## src/rtl/tmsf_pkg.sv

```systemverilog
// shared types and constants of the trimmed mean sensor filter
package tmsf_pkg;

   localparam int SENSOR_W = 2;
   localparam int ADC_W    = 8;
   localparam int SAMPLE_W = 10;
   localparam int SUM_W    = 16;
   localparam int LOW_KEEP = 2;

   // sample item held in the input register
   typedef struct packed {
      logic                valid;
      logic [SENSOR_W-1:0] sensor;
      logic [SAMPLE_W-1:0] sample;
   } tmsf_smp_type;

   // finished batch waiting for the divide
   typedef struct packed {
      logic                valid;
      logic [SENSOR_W-1:0] sensor;
      logic [SUM_W-1:0]    diff;
   } tmsf_trim_type;

endpackage

```

## src/rtl/tmsf_accum.sv

```systemverilog
// per-sensor running min, max, sum and count with the batch-complete register
module tmsf_accum #(
   parameter int NUM_SENSORS = 4,
   parameter int SAMPLES     = 8
) (
   input  logic                    clock,
   input  logic                    reset,
   input  tmsf_pkg::tmsf_smp_type  smp_i,
   output logic                    smp_ready,
   output tmsf_pkg::tmsf_trim_type trim_o,
   input  logic                    trim_ready
);

   localparam int IdxW = (NUM_SENSORS > 1) ? $clog2(NUM_SENSORS) : 1;
   localparam int CntW = $clog2(SAMPLES);

   logic [CntW-1:0]              cnt_ff [NUM_SENSORS];
   logic [tmsf_pkg::SAMPLE_W-1:0] min_ff [NUM_SENSORS];
   logic [tmsf_pkg::SAMPLE_W-1:0] max_ff [NUM_SENSORS];
   logic [tmsf_pkg::SUM_W-1:0]    sum_ff [NUM_SENSORS];

   logic [CntW-1:0]               cnt_in;
   logic [tmsf_pkg::SAMPLE_W-1:0] min_in;
   logic [tmsf_pkg::SAMPLE_W-1:0] max_in;
   logic [tmsf_pkg::SUM_W-1:0]    sum_in;

   tmsf_pkg::tmsf_trim_type trim_ff;
   tmsf_pkg::tmsf_trim_type trim_in;

   logic [IdxW-1:0] idx;
   logic            hit;
   logic            first;
   logic            last;
   logic            go;
   logic [CntW-1:0] cur_cnt;

   assign idx       = IdxW'(smp_i.sensor);
   assign hit       = ({3'b000, smp_i.sensor} < 5'(NUM_SENSORS));
   assign smp_ready = !trim_ff.valid || trim_ready;
   assign go        = smp_i.valid && smp_ready && hit;
   assign cur_cnt   = cnt_ff[idx];
   assign first     = (cur_cnt == '0);
   assign last      = (cur_cnt == CntW'(SAMPLES - 1));

   always_comb begin
      if (first) begin
         min_in = smp_i.sample;
         max_in = smp_i.sample;
         sum_in = tmsf_pkg::SUM_W'(smp_i.sample);
      end else begin
         min_in = (smp_i.sample < min_ff[idx]) ? smp_i.sample : min_ff[idx];
         max_in = (smp_i.sample > max_ff[idx]) ? smp_i.sample : max_ff[idx];
         sum_in = sum_ff[idx] + tmsf_pkg::SUM_W'(smp_i.sample);
      end
      cnt_in = last ? '0 : CntW'(cur_cnt + 1'b1);
   end

   always_comb begin
      trim_in = trim_ff;
      if (smp_ready) begin
         trim_in.valid  = go && last;
         trim_in.sensor = smp_i.sensor;
         trim_in.diff   = sum_in - tmsf_pkg::SUM_W'(min_in) - tmsf_pkg::SUM_W'(max_in);
      end
   end

   always_ff @(posedge clock) begin
      if (reset) begin
         for (int i = 0; i < NUM_SENSORS; i++) begin
            cnt_ff[i] <= '0;
         end
      end else if (go) begin
         cnt_ff[idx] <= cnt_in;
      end
   end

   // stale min, max and sum are overwritten by the first sample of a batch
   always_ff @(posedge clock) begin
      if (go) begin
         min_ff[idx] <= min_in;
         max_ff[idx] <= max_in;
         sum_ff[idx] <= sum_in;
      end
   end

   always_ff @(posedge clock) begin
      if (reset) begin
         trim_ff.valid <= 1'b0;
      end else begin
         trim_ff.valid <= trim_in.valid;
      end
      trim_ff.sensor <= trim_in.sensor;
      trim_ff.diff   <= trim_in.diff;
   end

   assign trim_o = trim_ff;

endmodule

```

## src/rtl/tmsf_div.sv

```systemverilog
// constant divide by samples minus two via reciprocal multiply, and the result register
module tmsf_div #(
   parameter int SAMPLES = 8
) (
   input  logic                                clock,
   input  logic                                reset,
   input  tmsf_pkg::tmsf_trim_type             trim_i,
   output logic                                trim_ready,
   output logic                                rsp_valid,
   input  logic                                rsp_ready,
   output logic [tmsf_pkg::SENSOR_W-1:0]       rsp_sensor_out,
   output logic [tmsf_pkg::SAMPLE_W-1:0]       rsp_trimmed_mean
);

   localparam int Div    = SAMPLES - 2;
   localparam int DivSh  = tmsf_pkg::SUM_W + $clog2(Div);
   localparam int MulW   = tmsf_pkg::SUM_W + 1;
   localparam int ProdW  = tmsf_pkg::SUM_W + MulW;
   localparam int DivMulInt = ((2 ** DivSh) + Div - 1) / Div;
   localparam logic [MulW-1:0] DivMul = MulW'(DivMulInt);

   logic                            valid_ff;
   logic                            valid_in;
   logic [tmsf_pkg::SENSOR_W-1:0]   sensor_ff;
   logic [tmsf_pkg::SENSOR_W-1:0]   sensor_in;
   logic [tmsf_pkg::SAMPLE_W-1:0]   mean_ff;
   logic [tmsf_pkg::SAMPLE_W-1:0]   mean_in;
   logic [ProdW-1:0]                prod;

   assign trim_ready = !valid_ff || rsp_ready;
   assign prod       = ProdW'(trim_i.diff) * ProdW'(DivMul);

   always_comb begin
      valid_in  = valid_ff;
      sensor_in = sensor_ff;
      mean_in   = mean_ff;
      if (trim_ready) begin
         valid_in  = trim_i.valid;
         sensor_in = trim_i.sensor;
         mean_in   = prod[DivSh +: tmsf_pkg::SAMPLE_W];
      end
   end

   always_ff @(posedge clock) begin
      if (reset) begin
         valid_ff <= 1'b0;
      end else begin
         valid_ff <= valid_in;
      end
      sensor_ff <= sensor_in;
      mean_ff   <= mean_in;
   end

   assign rsp_valid        = valid_ff;
   assign rsp_sensor_out   = sensor_ff;
   assign rsp_trimmed_mean = mean_ff;

endmodule

```

## src/rtl/trimmed_mean_sensor_filter.sv

```systemverilog
// top level of the trimmed mean sensor filter
// usage:
//   req channel carries one left-justified adc conversion per item: sensor number,
//   high result byte and low result byte (only its top two bits count)
//   rsp channel carries one item per completed batch: sensor_out and trimmed_mean,
//   the batch sum less one min and one max, divided by SAMPLES-2, truncated
//   items for a sensor number at or above NUM_SENSORS are dropped
//   path: the item that completes a batch passes the input, batch and result
//   registers in turn before rsp_valid goes high
//   throughput: one item per cycle while no stage stalls; the per-sensor update and
//   the reciprocal multiply each sit in one register stage
//   stall: while rsp_ready is low the result register holds; the stages behind it
//   keep accepting until each is full, then req_ready drops
//   reset: synchronous; clears all sample counts so every sensor starts a new batch
module trimmed_mean_sensor_filter #(
   parameter int NUM_SENSORS = 4,
   parameter int SAMPLES     = 8
) (
   input  logic                              clock,
   input  logic                              reset,
   input  logic                              req_valid,
   output logic                              req_ready,
   input  logic [tmsf_pkg::SENSOR_W-1:0]     req_sensor,
   input  logic [tmsf_pkg::ADC_W-1:0]        req_adc_high,
   input  logic [tmsf_pkg::ADC_W-1:0]        req_adc_low,
   output logic                              rsp_valid,
   input  logic                              rsp_ready,
   output logic [tmsf_pkg::SENSOR_W-1:0]     rsp_sensor_out,
   output logic [tmsf_pkg::SAMPLE_W-1:0]     rsp_trimmed_mean
);

   tmsf_pkg::tmsf_smp_type  smp_ff;
   tmsf_pkg::tmsf_smp_type  smp_in;
   tmsf_pkg::tmsf_trim_type trim;
   logic                    smp_ready;
   logic                    trim_ready;

   assign req_ready = !smp_ff.valid || smp_ready;

   always_comb begin
      smp_in = smp_ff;
      if (req_ready) begin
         smp_in.valid  = req_valid;
         smp_in.sensor = req_sensor;
         smp_in.sample = {req_adc_high,
                          req_adc_low[tmsf_pkg::ADC_W-1 -: tmsf_pkg::LOW_KEEP]};
      end
   end

   always_ff @(posedge clock) begin
      if (reset) begin
         smp_ff.valid <= 1'b0;
      end else begin
         smp_ff.valid <= smp_in.valid;
      end
      smp_ff.sensor <= smp_in.sensor;
      smp_ff.sample <= smp_in.sample;
   end

   tmsf_accum #(
      .NUM_SENSORS (NUM_SENSORS),
      .SAMPLES     (SAMPLES)
   ) u_accum (
      .clock      (clock),
      .reset      (reset),
      .smp_i      (smp_ff),
      .smp_ready  (smp_ready),
      .trim_o     (trim),
      .trim_ready (trim_ready)
   );

   tmsf_div #(
      .SAMPLES (SAMPLES)
   ) u_div (
      .clock            (clock),
      .reset            (reset),
      .trim_i           (trim),
      .trim_ready       (trim_ready),
      .rsp_valid        (rsp_valid),
      .rsp_ready        (rsp_ready),
      .rsp_sensor_out   (rsp_sensor_out),
      .rsp_trimmed_mean (rsp_trimmed_mean)
   );

`ifndef SYNTHESIS
   a_sensor_in_range: assert property (@(posedge clock) disable iff (reset)
      rsp_valid |-> ({3'b000, rsp_sensor_out} < 5'(NUM_SENSORS)))
      else $error("result for a sensor outside the configured range");

   a_ready_low_only_when_full: assert property (@(posedge clock) disable iff (reset)
      !req_ready |-> smp_ff.valid)
      else $error("input stage refused an item while empty");

   a_batch_from_item: assert property (@(posedge clock) disable iff (reset)
      $rose(trim.valid) |-> $past(smp_ff.valid))
      else $error("batch result appeared without an item in the input stage");
`endif

endmodule

```

## config.mk

```make
export PLATFORM = sky130hd
export DESIGN_NAME = trimmed_mean_sensor_filter
export DESIGN_NICKNAME = d
export VERILOG_FILES = /design/src/rtl/tmsf_pkg.sv /design/src/rtl/tmsf_accum.sv /design/src/rtl/tmsf_div.sv /design/src/rtl/trimmed_mean_sensor_filter.sv
export SDC_FILE = /design/constraint.sdc
export NUM_CORES = 1
export LEC_CHECK = 0
export ABC_AREA = 1
export BUFFER_PORTS_ARGS = -buffer_cell sky130_fd_sc_hd__buf_2
export CORE_MARGIN = 2
export CORE_UTILIZATION = 58
export CTS_CLUSTER_SIZE = 10
export DETAILED_ROUTE_END_ITERATION = 12
export PLACE_DENSITY = 0.78
export SLEW_MARGIN = 20
export SYNTH_ARGS = -nofsm -noshare
export SYNTH_HDL_FRONTEND = slang
export SYNTH_SLANG_ARGS = --single-unit
```

## constraint.sdc

```tcl
create_clock -name clock -period 5 [get_ports clock]
set_clock_uncertainty 0.1 [all_clocks]
set_input_delay 0 -clock clock [delete_from_list [all_inputs] [get_ports clock]]
set_output_delay 0 -clock clock [all_outputs]
set_load 0.1 [all_outputs]
```

==> impl_metrics.py, run 1 <==
metrics = {
    "floorplanning": {
        "die_x_um": 162,
        "coreArea_sq_um": 24400,
        "row_count": 57,
        "die_y_um": 162,
        "fp.dieArea_sq_um": 26200,
        "boundaryPins": 36,
        "initial_core_util_pct": 59.3,
    },
    "yosys": {
        "synth_fp_nets": 1711,
        "post-synth-top-area-cell": "sky130_fd_sc_hd__edfxtp_1",
        "cell_area_after_technology_mapping_sq_um": 14500,
        "yosys.cell_types.count": 46,
        "avgSynthCellArea_sq_um": 10.0,
        "share_of_flip_flops_with_an_asynchronous_set_or_reset_pct": 0,
        "synth.top_cells.by_area": "sky130_fd_sc_hd__edfxtp_1, sky130_fd_sc_hd__ha_1, sky130_fd_sc_hd__fa_1, sky130_fd_sc_hd__inv_1, sky130_fd_sc_hd__nand2_1",
        "yosysSeqAreaShare_pct": 41.8,
        "synth_edf_count": 198,
        "postSynthRegisterBits": 203,
        "synth.top_cell.area_share_pct": 41.1,
        "synth-main-ff-cell": "sky130_fd_sc_hd__edfxtp_1",
        "synth_most_common_cell": "sky130_fd_sc_hd__inv_1",
        "netlist_top_cells_count": "sky130_fd_sc_hd__inv_1, sky130_fd_sc_hd__nand2_1, sky130_fd_sc_hd__edfxtp_1",
        "total_of_warnings_raised_by_yosys": 0,
        "syn_inst": 1446,
    },
    "place": {
        "buffer_ports.inserted": 29,
        "finalWeightedCongestion": 0.933,
        "final_hpwl_from_detailed_placement_mm": 26.0,
    },
    "sta": {
        "layout_min_cycle_time_ns": 5.00,
        "finalWorstSetupSlack_ns": -0.00327,
        "maxSlewViolCount": 0,
        "peak_clock_frequency_supported_by_timing_mhz": 200,
        "hold_violations": 0,
        "worst_pin_slew_ns": 0.855,
        "grt_setup_unrepaired": "true",
        "max_slew_margin_pct": 42.9,
        "min_period_over_period_pct": 100,
        "finalSetupViolations": 2,
    },
    "critical_path": {
        "critical_path_buf_inv_count": 6,
        "data_arrival_at_the_endpoint_of_the_critical_path_ns": 5.16,
        "worstSetupPathType": "flip-flop to flip-flop",
        "critPathMaxFanout": 26,
        "timing.critical_path.to_type": "flip-flop",
        "crit_path_start_kind": "flip-flop",
        "worst_path_most_repeated_cell": "sky130_fd_sc_hd__nand2_1",
        "crit_path_max_incr_delay_ns": 0.55,
        "critical_path_cell_sequence": "buf_4 > buf_12 > nand2_1 > a32o_1 > ha_1 > inv_1 > nor2_1 > o211ai_1 > o2111ai_2 > a21oi_4 > clkinvlp_4 > buf_4 > nand2_1 > o21ai_2 > fa_1 > inv_1 > ha_2 > nand2_1 > nor2_1 > nand4_1 > nand2_1 > nand3_1 > nand4_1 > nand2_1",
        "cp_top_delay_family": "adder cells",
        "critPathSlowestCell": "sky130_fd_sc_hd__fa_1",
        "critical_path_required_ns": 5.16,
    },
    "global_routing": {
        "initial_antenna_violation_count": 0,
        "via_count_of_the_first_global_routing_pass": 10879,
        "grt_start_max_net_pins": 44,
        "grt_overflow_total": 0,
        "grtUsageTotal_pct": 26.8,
        "global_route_wire_length_before_repair_mm": 54.9,
    },
    "cts": {
        "cts_sinks": 203,
        "clock-root-buffer": "sky130_fd_sc_hd__clkbuf_16",
        "ctsHtreeMaxLevel": 1,
        "cts.clk_slew.worst_paths_ns": 0.05,
        "clock_latency_of_the_later_clocked_register_in_the_worst_skew_pair_ns": 0.52,
        "tritoncts.num_buffers": 25,
        "number_of_buffers_on_the_longest_clock_path": 3,
        "cts_tree": "yes",
    },
    "finish": {
        "design.final.nets": 1896,
        "post_route_cells_drive_above_1_share_pct": 23.4,
        "area_delta_synth_final_pct": 22.3,
        "fillCellCount": 1592,
        "layout.core_utilization_pct": 72.5,
        "diodes": 0,
        "multiInputGateArea_sq_um": 7910,
        "seq_area_sq_um": 6050,
    },
    "routing": {
        "firstDrtPassIters": 6,
        "routed-via-count": 11070,
        "finalWirelength_mm": 37.1,
        "post_drt_wl_per_cell_um": 18.8,
        "ant_nets": 0,
        "drc": 0,
        "routed_via_density": 5.63,
        "drt_first_iter_violations": 926,
    },
    "run": {
        "drv.max_cap_violation_count": 0,
    },
    "run_status": {
        "violations": "setup timing",
        "status": "finished, violations left",
    },
    "min_path": {
        "hp-class": "input pin to flip-flop",
    },
}
## area by class of cell
type / count / share of cell area [%]
multi-input combinational: 923 / 44.7
sequential: 203 / 34.2
timing repair buffer: 188 / 8.37
inverter: 289 / 6.27
clock buffer: 34 / 3.78
tap: 324 / 2.29
clock inverter: 5 / 0.297
timing repair inverter: 1 / 0.0495
## cells in the final DEF, fill, tap and decap left out, types with 6 or more instances in the layout
cell                            Yosys  final
sky130_fd_sc_hd__nand3_2            5      8
sky130_fd_sc_hd__ha_1             151    118
sky130_fd_sc_hd__clkbuf_16          0     26
sky130_fd_sc_hd__o22ai_1           10     10
sky130_fd_sc_hd__xor2_1            22     22
sky130_fd_sc_hd__nand2_2           17     27
sky130_fd_sc_hd__buf_2             14     29
sky130_fd_sc_hd__o21ai_1            3     14
sky130_fd_sc_hd__o21ai_2            5     17
sky130_fd_sc_hd__a32oi_1            8      6
sky130_fd_sc_hd__nand4_1            8      8
sky130_fd_sc_hd__dlygate4sd3_1      0     14
sky130_fd_sc_hd__a21oi_1           74     55
sky130_fd_sc_hd__nand2_1          263    248
sky130_fd_sc_hd__nor2_1            81     69
sky130_fd_sc_hd__nor2_2             3     10
sky130_fd_sc_hd__a21oi_2            0     17
sky130_fd_sc_hd__edfxtp_1         198    198
sky130_fd_sc_hd__o21ai_0           72     48
sky130_fd_sc_hd__clkbuf_1           7      8
sky130_fd_sc_hd__a32o_1            15     14
sky130_fd_sc_hd__fa_1              92     88
sky130_fd_sc_hd__a21o_1             6      6
sky130_fd_sc_hd__nand2_4            3      8
sky130_fd_sc_hd__inv_2              4     20
sky130_fd_sc_hd__nand3_1           38     32
sky130_fd_sc_hd__ha_4               0     28
sky130_fd_sc_hd__buf_6              3      7
sky130_fd_sc_hd__inv_1            283    265
sky130_fd_sc_hd__buf_4              5    131
sky130_fd_sc_hd__nor2_4             2      7
sky130_fd_sc_hd__xnor2_1            7      7
## registers in the layout, summed over array words and instances (netlist names), named ones only
signal / cells
u_accum.max_ff: 40
u_accum.sum_ff: 64
u_accum.trim_o: 19
smp_ff: 13
u_div.rsp_sensor_out: 2
u_div.rsp_valid: 1
u_div.rsp_trimmed_mean: 10
u_accum.cnt_ff: 12
u_accum.min_ff: 40
## cell families after synthesis
kind of cell,after synthesis,synth area share [%]
AND/OR/NAND/NOR,438,12.9
buffers and inverters,320,8.86
adder cells (fa/ha/maj),243,25.8
AO/OA/AOI/OAI,212,8.77
flip-flops,203,41.8
XOR/XNOR,29,1.76
multiplexers,1,0.0779
## stage by stage
stage	instances	TNS [ns]	hold WS [ns]	instance area [sq um]	worst slack [ns]
detailed placement	1893	-1.31	0.0781	15800	-0.200
global route	1967	-1.20	0.0836	17700	-0.211
finish	1967	-0.00348	0.0947	17700	-0.00327
floorplan	1446	-3.18	-0.0309	14500	-0.381
global placement	1893	-0.502	0.0773	15800	-0.107
CTS	1952	-0.0519	0.0810	16900	-0.0261
## what timing repair did
action / CTS / global route
hold buffers: 14 / 0
resized for setup: 37 / 147
gates cloned: 0 / 2
endpoints found under the setup margin: 16 / 21
hold endpoints to repair: 41 / 0
pin swaps: 12 / 70
buffers inserted: 6 / 13
## per-layer routing
| metal | vias up | routed length (um) | GRT usage, % |
|---|---|---|---|
| met1 | 5374 | 15000 | 35.5 |
| li1 | 5158 | - | - |
| met2 | 443 | 18600 | 47.2 |
| met3 | 95 | 2460 | 3.47 |
| met5 | - | 0 | 0 |
| met4 | 0 | 1080 | 6.68 |
## worst paths after layout
check,from,to,slack (ns),cells past startpoint
worst max-delay path,flip-flop,u_accum.trim_o[13],-0.003,24
worst min-delay path,req_adc_high[7],smp_ff[9],0.09,2
worst max register to register,flip-flop,u_accum.trim_o[13],-0.003,24
worst min register to register,u_accum.trim_o[17],u_div.rsp_sensor_out[1],0.32,0
Power of run 1 is left out: the tool's default activity adds up to more than one toggle a clock period on the data nets, which glitch-free logic cannot reach.
==> run 2, diff against run 1 <==
BUFFER_PORTS_ARGS = unset   (was -buffer_cell sky130_fd_sc_hd__buf_2)
CORE_UTILIZATION = 55   (was 58)
DONT_BUFFER_PORTS = 1   (was unset)
PLACE_DENSITY = 0.73   (was 0.78)
==> run 2 against run 1 <==
The run now ends clean; final area fell by 0.14%; critical path depth fell by 1; routed wire length fell by 4.3%; flip-flop and latch count did not move; critical endpoint is now u_div.rsp_trimmed_mean[9]; highest routed layer unchanged.
==> impl_metrics.py, run 2 (synthesized netlist as in run 1, its figures left out) <==
metrics = {
    "sta": {
        "timing.hold.ws_ns": 0.0357,
        "grt_setup_unrepaired": "true",
        "min_period_over_period_pct": 99.6,
        "finalSetupViolations": 0,
        "worst_pin_slew_ns": 0.974,
        "peak_clock_frequency_supported_by_timing_mhz": 201,
        "layout_min_cycle_time_ns": 4.98,
        "max_slew_margin_pct": 35.2,
        "maxSlewViolCount": 0,
        "hold_violations": 0,
    },
    "floorplanning": {
        "initial_core_util_pct": 55.8,
        "boundaryPins": 36,
        "die_x_um": 166,
        "fp.dieArea_sq_um": 27600,
        "row_count": 59,
        "die_y_um": 166,
        "coreArea_sq_um": 25900,
    },
    "critical_path": {
        "critical_path.reg2reg.endpoint": "u_div.rsp_trimmed_mean[9]",
        "beginning_of_the_worst_register_to_register_path": "u_accum.trim_o[3]",
        "worstSetupPathType": "flip-flop to flip-flop",
        "timing.critical_path.to_type": "flip-flop",
        "data_arrival_at_the_endpoint_of_the_critical_path_ns": 5.18,
        "critPathMaxFanout": 5,
        "reg2reg_slack_ns": 0.02,
        "critical_path_required_ns": 5.20,
        "reg2regPathDepth": 23,
        "crit_path_start_kind": "flip-flop",
    },
    "cts": {
        "tritoncts.num_buffers": 26,
        "number_of_buffers_on_the_longest_clock_path": 3,
        "cts_sinks": 203,
        "ctsHtreeMaxLevel": 1,
        "cts_tree": "yes",
        "cts.clk_slew.worst_paths_ns": 0.05,
        "clock-root-buffer": "sky130_fd_sc_hd__clkbuf_16",
        "clock_latency_of_the_later_clocked_register_in_the_worst_skew_pair_ns": 0.56,
    },
    "run": {
        "drv.max_cap_violation_count": 0,
    },
    "place": {
        "final_hpwl_from_detailed_placement_mm": 25.8,
        "buffer_ports.inserted": 0,
        "placed_cells_incl_taps": 1893,
        "finalWeightedCongestion": 0.900,
    },
    "run_status": {
        "status": "completed",
    },
    "finish": {
        "post_route_cells_drive_above_1_share_pct": 20.7,
        "largestRegisters": "u_accum.sum_ff x64, u_accum.max_ff x40, u_accum.min_ff x40",
        "design.final.nets": 1901,
        "register_name_with_the_most_flops": "u_accum.sum_ff",
        "diodes": 0,
        "fillCellCount": 1889,
        "mostFrequentLayoutCells": "sky130_fd_sc_hd__inv_1, sky130_fd_sc_hd__nand2_1, sky130_fd_sc_hd__edfxtp_1",
        "largest_reg_flops": 64,
        "multiInputGateArea_sq_um": 7660,
        "layout.cells.non_filler": 1989,
        "seq_area_sq_um": 6050,
        "layout.cells.most_common": "sky130_fd_sc_hd__inv_1",
        "area_delta_synth_final_pct": 22.1,
    },
    "routing": {
        "routed_via_density": 5.42,
        "post_drt_wl_per_cell_um": 17.8,
        "firstDrtPassIters": 6,
        "finalWirelength_mm": 35.5,
        "drc": 0,
        "drt_first_iter_violations": 686,
        "routed-via-count": 10778,
        "ant_nets": 0,
    },
    "global_routing": {
        "initial_antenna_violation_count": 0,
        "gr-usage-met1_pct": 33.3,
        "grt_overflow_total": 0,
        "grt.met3_usage_pct": 3.77,
        "grt_start_max_net_pins": 39,
        "grt.busiest_layer": "met2",
        "via_count_of_the_first_global_routing_pass": 10878,
        "grtUsageTotal_pct": 25.3,
        "global_route_wire_length_before_repair_mm": 55.4,
        "gr_layer_usage_met2_pct": 43.2,
    },
    "min_path": {
        "worstHoldStart": "req_sensor[1]",
        "hold-path-endpoint": "smp_ff[11]",
        "hp-class": "input pin to flip-flop",
        "hold_depth": 1,
    },
}
## run 2: cell count changes in the layout (fill, tap and decap cells not counted), moves of 7 or more
cell,change
sky130_fd_sc_hd__buf_6,+7
sky130_fd_sc_hd__ha_1,+12
sky130_fd_sc_hd__ha_4,-10
sky130_fd_sc_hd__buf_4,+18
sky130_fd_sc_hd__o21ai_1,+7
sky130_fd_sc_hd__buf_2,-29
sky130_fd_sc_hd__dlygate4sd3_1,+12
## run 2: worst max-delay path: stages, from the launching register on
cell and delay (ns):
sky130_fd_sc_hd__edfxtp_1 0.42, sky130_fd_sc_hd__buf_6 0.14, sky130_fd_sc_hd__buf_6 0.10, sky130_fd_sc_hd__ha_4 0.26, sky130_fd_sc_hd__fa_1 0.41, sky130_fd_sc_hd__inv_2 0.07
sky130_fd_sc_hd__fa_2 0.45, sky130_fd_sc_hd__fa_1 0.53, sky130_fd_sc_hd__inv_2 0.04, sky130_fd_sc_hd__fa_1 0.47, sky130_fd_sc_hd__inv_1 0.05, sky130_fd_sc_hd__fa_2 0.53
sky130_fd_sc_hd__inv_2 0.05, sky130_fd_sc_hd__ha_4 0.31, sky130_fd_sc_hd__nand2_2 0.07, sky130_fd_sc_hd__nor2_1 0.09, sky130_fd_sc_hd__inv_1 0.06, sky130_fd_sc_hd__a21oi_1 0.11
sky130_fd_sc_hd__nor2_1 0.07, sky130_fd_sc_hd__inv_1 0.07, sky130_fd_sc_hd__a21oi_2 0.06, sky130_fd_sc_hd__buf_4 0.14, sky130_fd_sc_hd__nand3b_1 0.07, sky130_fd_sc_hd__nand2_1 0.06
## run 2: worst max-delay path by stage
stage	endpoint	cells after the start	from	slack, ns
3_5_place_dp	u_div.rsp_trimmed_mean[4]	19	u_accum.trim_o[5]	-0.21
6_report	u_div.rsp_trimmed_mean[9]	23	u_accum.trim_o[3]	0.02
3_3_place_gp	u_div.rsp_trimmed_mean[4]	17	u_accum.trim_o[8]	-0.17
5_1_grt	u_div.rsp_trimmed_mean[9]	23	u_accum.trim_o[3]	-0.13
4_1_cts	u_div.rsp_trimmed_mean[6]	16	u_accum.trim_o[8]	-0.09
2_1_floorplan	u_accum.cnt_ff[2][0]	9	u_div.rsp_valid	-0.38
## run 2: per-layer routing
metal  vias to the layer above  wire length (um)
met2                       334             17600
met1                      5173             14700
met4                         0              1230
met3                        95              1890
met5                         -                 0
li1                       5176                 -
## run 2: cell type report
type                            count  share of cell area (%)
Tap cell                          335                    2.37
Inverter                          289                    6.22
Timing Repair inverter              1                  0.0425
Sequential cell                   203                    34.3
Multi-Input combinational cell    923                    43.4
Clock buffer                       37                    3.92
Clock inverter                      9                   0.808
Timing Repair Buffer              192                    9.01
## run 2: metrics by stage
step | area (sq um) | TNS [ns] | util, % | worst slack (ns)
2_1_floorplan | 14500 | -3.18 | - | -0.381
3_3_place_gp | 15800 | -0.863 | 61.1 | -0.167
3_5_place_dp | 15800 | -1.71 | 61.1 | -0.215
4_1_cts | 17100 | -0.277 | 65.9 | -0.0936
5_1_grt | 17700 | -1.25 | 68.2 | -0.133
6_report | 17700 | 0 | 68.2 | 0.0210
## run 2: timing repair
item / in CTS / in global routing
pin swaps: 8 / 57
hold buffers: 26 / 0
gates resized for setup: 28 / 120
endpoints found under the hold margin: 53 / 0
setup buffers: 5 / 18
endpoints found under the setup margin: 17 / 19
cloned: 0 / 1
Power of run 2 is left out for the same reason.
==> run 3, diff against run 2 <==
CTS_BUF_LIST = sky130_fd_sc_hd__clkbuf_8   (was unset)
REMOVE_ABC_BUFFERS = 1   (was unset)
==> run 3 against run 2 <==
Maximum frequency rose by 0.77%; critical path type unchanged; count of clock-buffer cells in the layout did not move; final cell count rose by 0.10%; critical endpoint is now u_div.rsp_trimmed_mean[8]; largest cell class unchanged.
==> impl_metrics.py, run 3 (synthesized netlist as in run 1, its figures left out) <==
metrics = {
    "run_status": {
        "status": "completed",
    },
    "min_path": {
        "hp-class": "input pin to flip-flop",
    },
    "routing": {
        "finalWirelength_mm": 35.5,
        "ant_nets": 0,
        "routed_via_density": 5.45,
        "drt_first_iter_violations": 816,
        "firstDrtPassIters": 6,
        "post_drt_wl_per_cell_um": 17.8,
        "drc": 0,
        "routed-via-count": 10841,
    },
    "finish": {
        "layout.cells.most_common": "sky130_fd_sc_hd__inv_1",
        "largestRegisters": "u_accum.sum_ff x64, u_accum.max_ff x40, u_accum.min_ff x40",
        "design.final.nets": 1897,
        "register_name_with_the_most_flops": "u_accum.sum_ff",
        "mostFrequentLayoutCells": "sky130_fd_sc_hd__inv_1, sky130_fd_sc_hd__nand2_1, sky130_fd_sc_hd__edfxtp_1",
        "fillCellCount": 1868,
        "area_delta_synth_final_pct": 22.1,
        "diodes": 0,
        "largest_reg_flops": 64,
        "post_route_cells_drive_above_1_share_pct": 22.4,
        "stdcell_area_sq_um": 17700,
        "layout.core_utilization_pct": 68.1,
    },
    "cts": {
        "clock-root-buffer": "sky130_fd_sc_hd__clkbuf_8",
        "tritoncts.num_buffers": 35,
        "number_of_buffers_on_the_longest_clock_path": 3,
        "cts.clk_slew.worst_paths_ns": 0.06,
        "clock_latency_of_the_later_clocked_register_in_the_worst_skew_pair_ns": 0.55,
        "ctsHtreeMaxLevel": 2,
        "cts_sinks": 203,
        "cts_tree": "yes",
    },
    "sta": {
        "totalNegativeSetupSlack_ns": 0,
        "hold_violations": 0,
        "maxSlewViolCount": 0,
        "max_slew_margin_pct": 33.3,
        "worst_pin_slew_ns": 0.997,
        "grt_setup_unrepaired": "true",
        "peak_clock_frequency_supported_by_timing_mhz": 202,
        "finalSetupViolations": 0,
        "min_period_over_period_pct": 98.8,
        "layout_min_cycle_time_ns": 4.94,
    },
    "global_routing": {
        "grt_start_max_net_pins": 38,
        "grt_overflow_total": 0,
        "grtUsageTotal_pct": 24.7,
        "global_route_wire_length_before_repair_mm": 54.2,
        "via_count_of_the_first_global_routing_pass": 10900,
        "initial_antenna_violation_count": 0,
    },
    "critical_path": {
        "data_arrival_at_the_endpoint_of_the_critical_path_ns": 5.12,
        "worst_path_most_repeated_cell": "sky130_fd_sc_hd__inv_2",
        "critical_path_required_ns": 5.18,
        "critPathMaxFanout": 5,
        "critical_path_buf_inv_count": 5,
        "critical_path_cell_sequence": "ha_4 > fa_2 > inv_2 > fa_2 > inv_2 > fa_2 > fa_1 > inv_2 > fa_1 > inv_2 > ha_4 > nand2_2 > nor2_1 > inv_1 > nor3_2 > nand3_1 > nand3_1 > xor2_1",
        "worstSetupPathType": "flip-flop to flip-flop",
        "timing.critical_path.to_type": "flip-flop",
        "crit_path_max_incr_delay_ns": 0.57,
        "cp_top_delay_family": "adder cells",
        "critPathSlowestCell": "sky130_fd_sc_hd__fa_2",
        "crit_path_start_kind": "flip-flop",
    },
    "floorplanning": {
        "boundaryPins": 36,
        "die_y_um": 166,
        "coreArea_sq_um": 25900,
        "initial_core_util_pct": 55.8,
        "row_count": 59,
        "die_x_um": 166,
        "fp.dieArea_sq_um": 27600,
    },
    "place": {
        "finalWeightedCongestion": 0.906,
        "final_hpwl_from_detailed_placement_mm": 25.1,
        "dpl_cell_area_sq_um": 15700,
        "buffer_ports.inserted": 0,
    },
    "run": {
        "drv.max_cap_violation_count": 0,
    },
}
[run 3: cell count changes in the layout (fill, tap and decap cells not counted), moves of 7 or more]
cell / previous run / this run
sky130_fd_sc_hd__buf_6: 14 / 5
sky130_fd_sc_hd__buf_4: 149 / 138
sky130_fd_sc_hd__clkbuf_16: 26 / 3
sky130_fd_sc_hd__clkbuf_8: 0 / 37
sky130_fd_sc_hd__inv_1: 269 / 276
sky130_fd_sc_hd__clkbuf_1: 11 / 0
[run 3: area by class of cell]
class	count	area, sq um	area share (%)
Timing Repair inverter	1	8.76	0.0496
Tap cell	335	419	2.37
Inverter	289	1100	6.24
Multi-Input combinational cell	923	7800	44.2
Timing Repair Buffer	179	1560	8.82
Clock buffer	37	509	2.88
Clock inverter	24	208	1.18
Sequential cell	203	6050	34.3
[run 3: path summary, 6_finish.rpt]
kind	from	to	slack, ns	cells past startpoint
max	u_accum.trim_o[4]	u_div.rsp_trimmed_mean[8]	0.06	18
min	req_sensor[1]	smp_ff[11]	0.04	1
max reg2reg	u_accum.trim_o[4]	u_div.rsp_trimmed_mean[8]	0.06	18
min reg2reg	u_accum.trim_o[17]	u_div.rsp_sensor_out[1]	0.32	0
[run 3: worst register-to-register path, delay by kind of cell, from the launching register on]
kind,cells,cell delay (ns)
xor gates and xnor gates,1,0.06
adders and majority gates,7,3.17
buffers and inverters,5,0.27
DFF,1,0.51
and+or+nand+nor,5,0.60
[run 3: timing repair]
action	in CTS	in global routing
setup endpoints to repair	15	20
hold buffers	27	0
endpoints found under the hold margin	53	0
buffers inserted	3	26
cloned	0	4
pin swaps	5	63
resized for setup	35	132
[run 3: stage by stage]
stage               cells  hold slack (ns)  setup slack (ns)
detailed placement   1870          -0.0282            -0.245
CTS                  1961          0.00606           -0.0428
floorplan            1415          -0.0309            -0.643
finish               1991           0.0389            0.0592
global placement     1870          -0.0293            -0.122
global route         1991           0.0454           -0.0824
[run 3: per-layer routing]
metal | up-vias | share of wire, % | global-route usage (%) | wire (um)
met5 | - | 0 | 0 | 0
li1 | 5158 | - | - | -
met4 | 0 | 3.6 | 10.1 | 1290
met2 | 343 | 51 | 43.9 | 18000
met1 | 5249 | 40 | 30.1 | 14200
met3 | 91 | 5.7 | 3.98 | 2020
Power of run 3 is left out for the same reason.
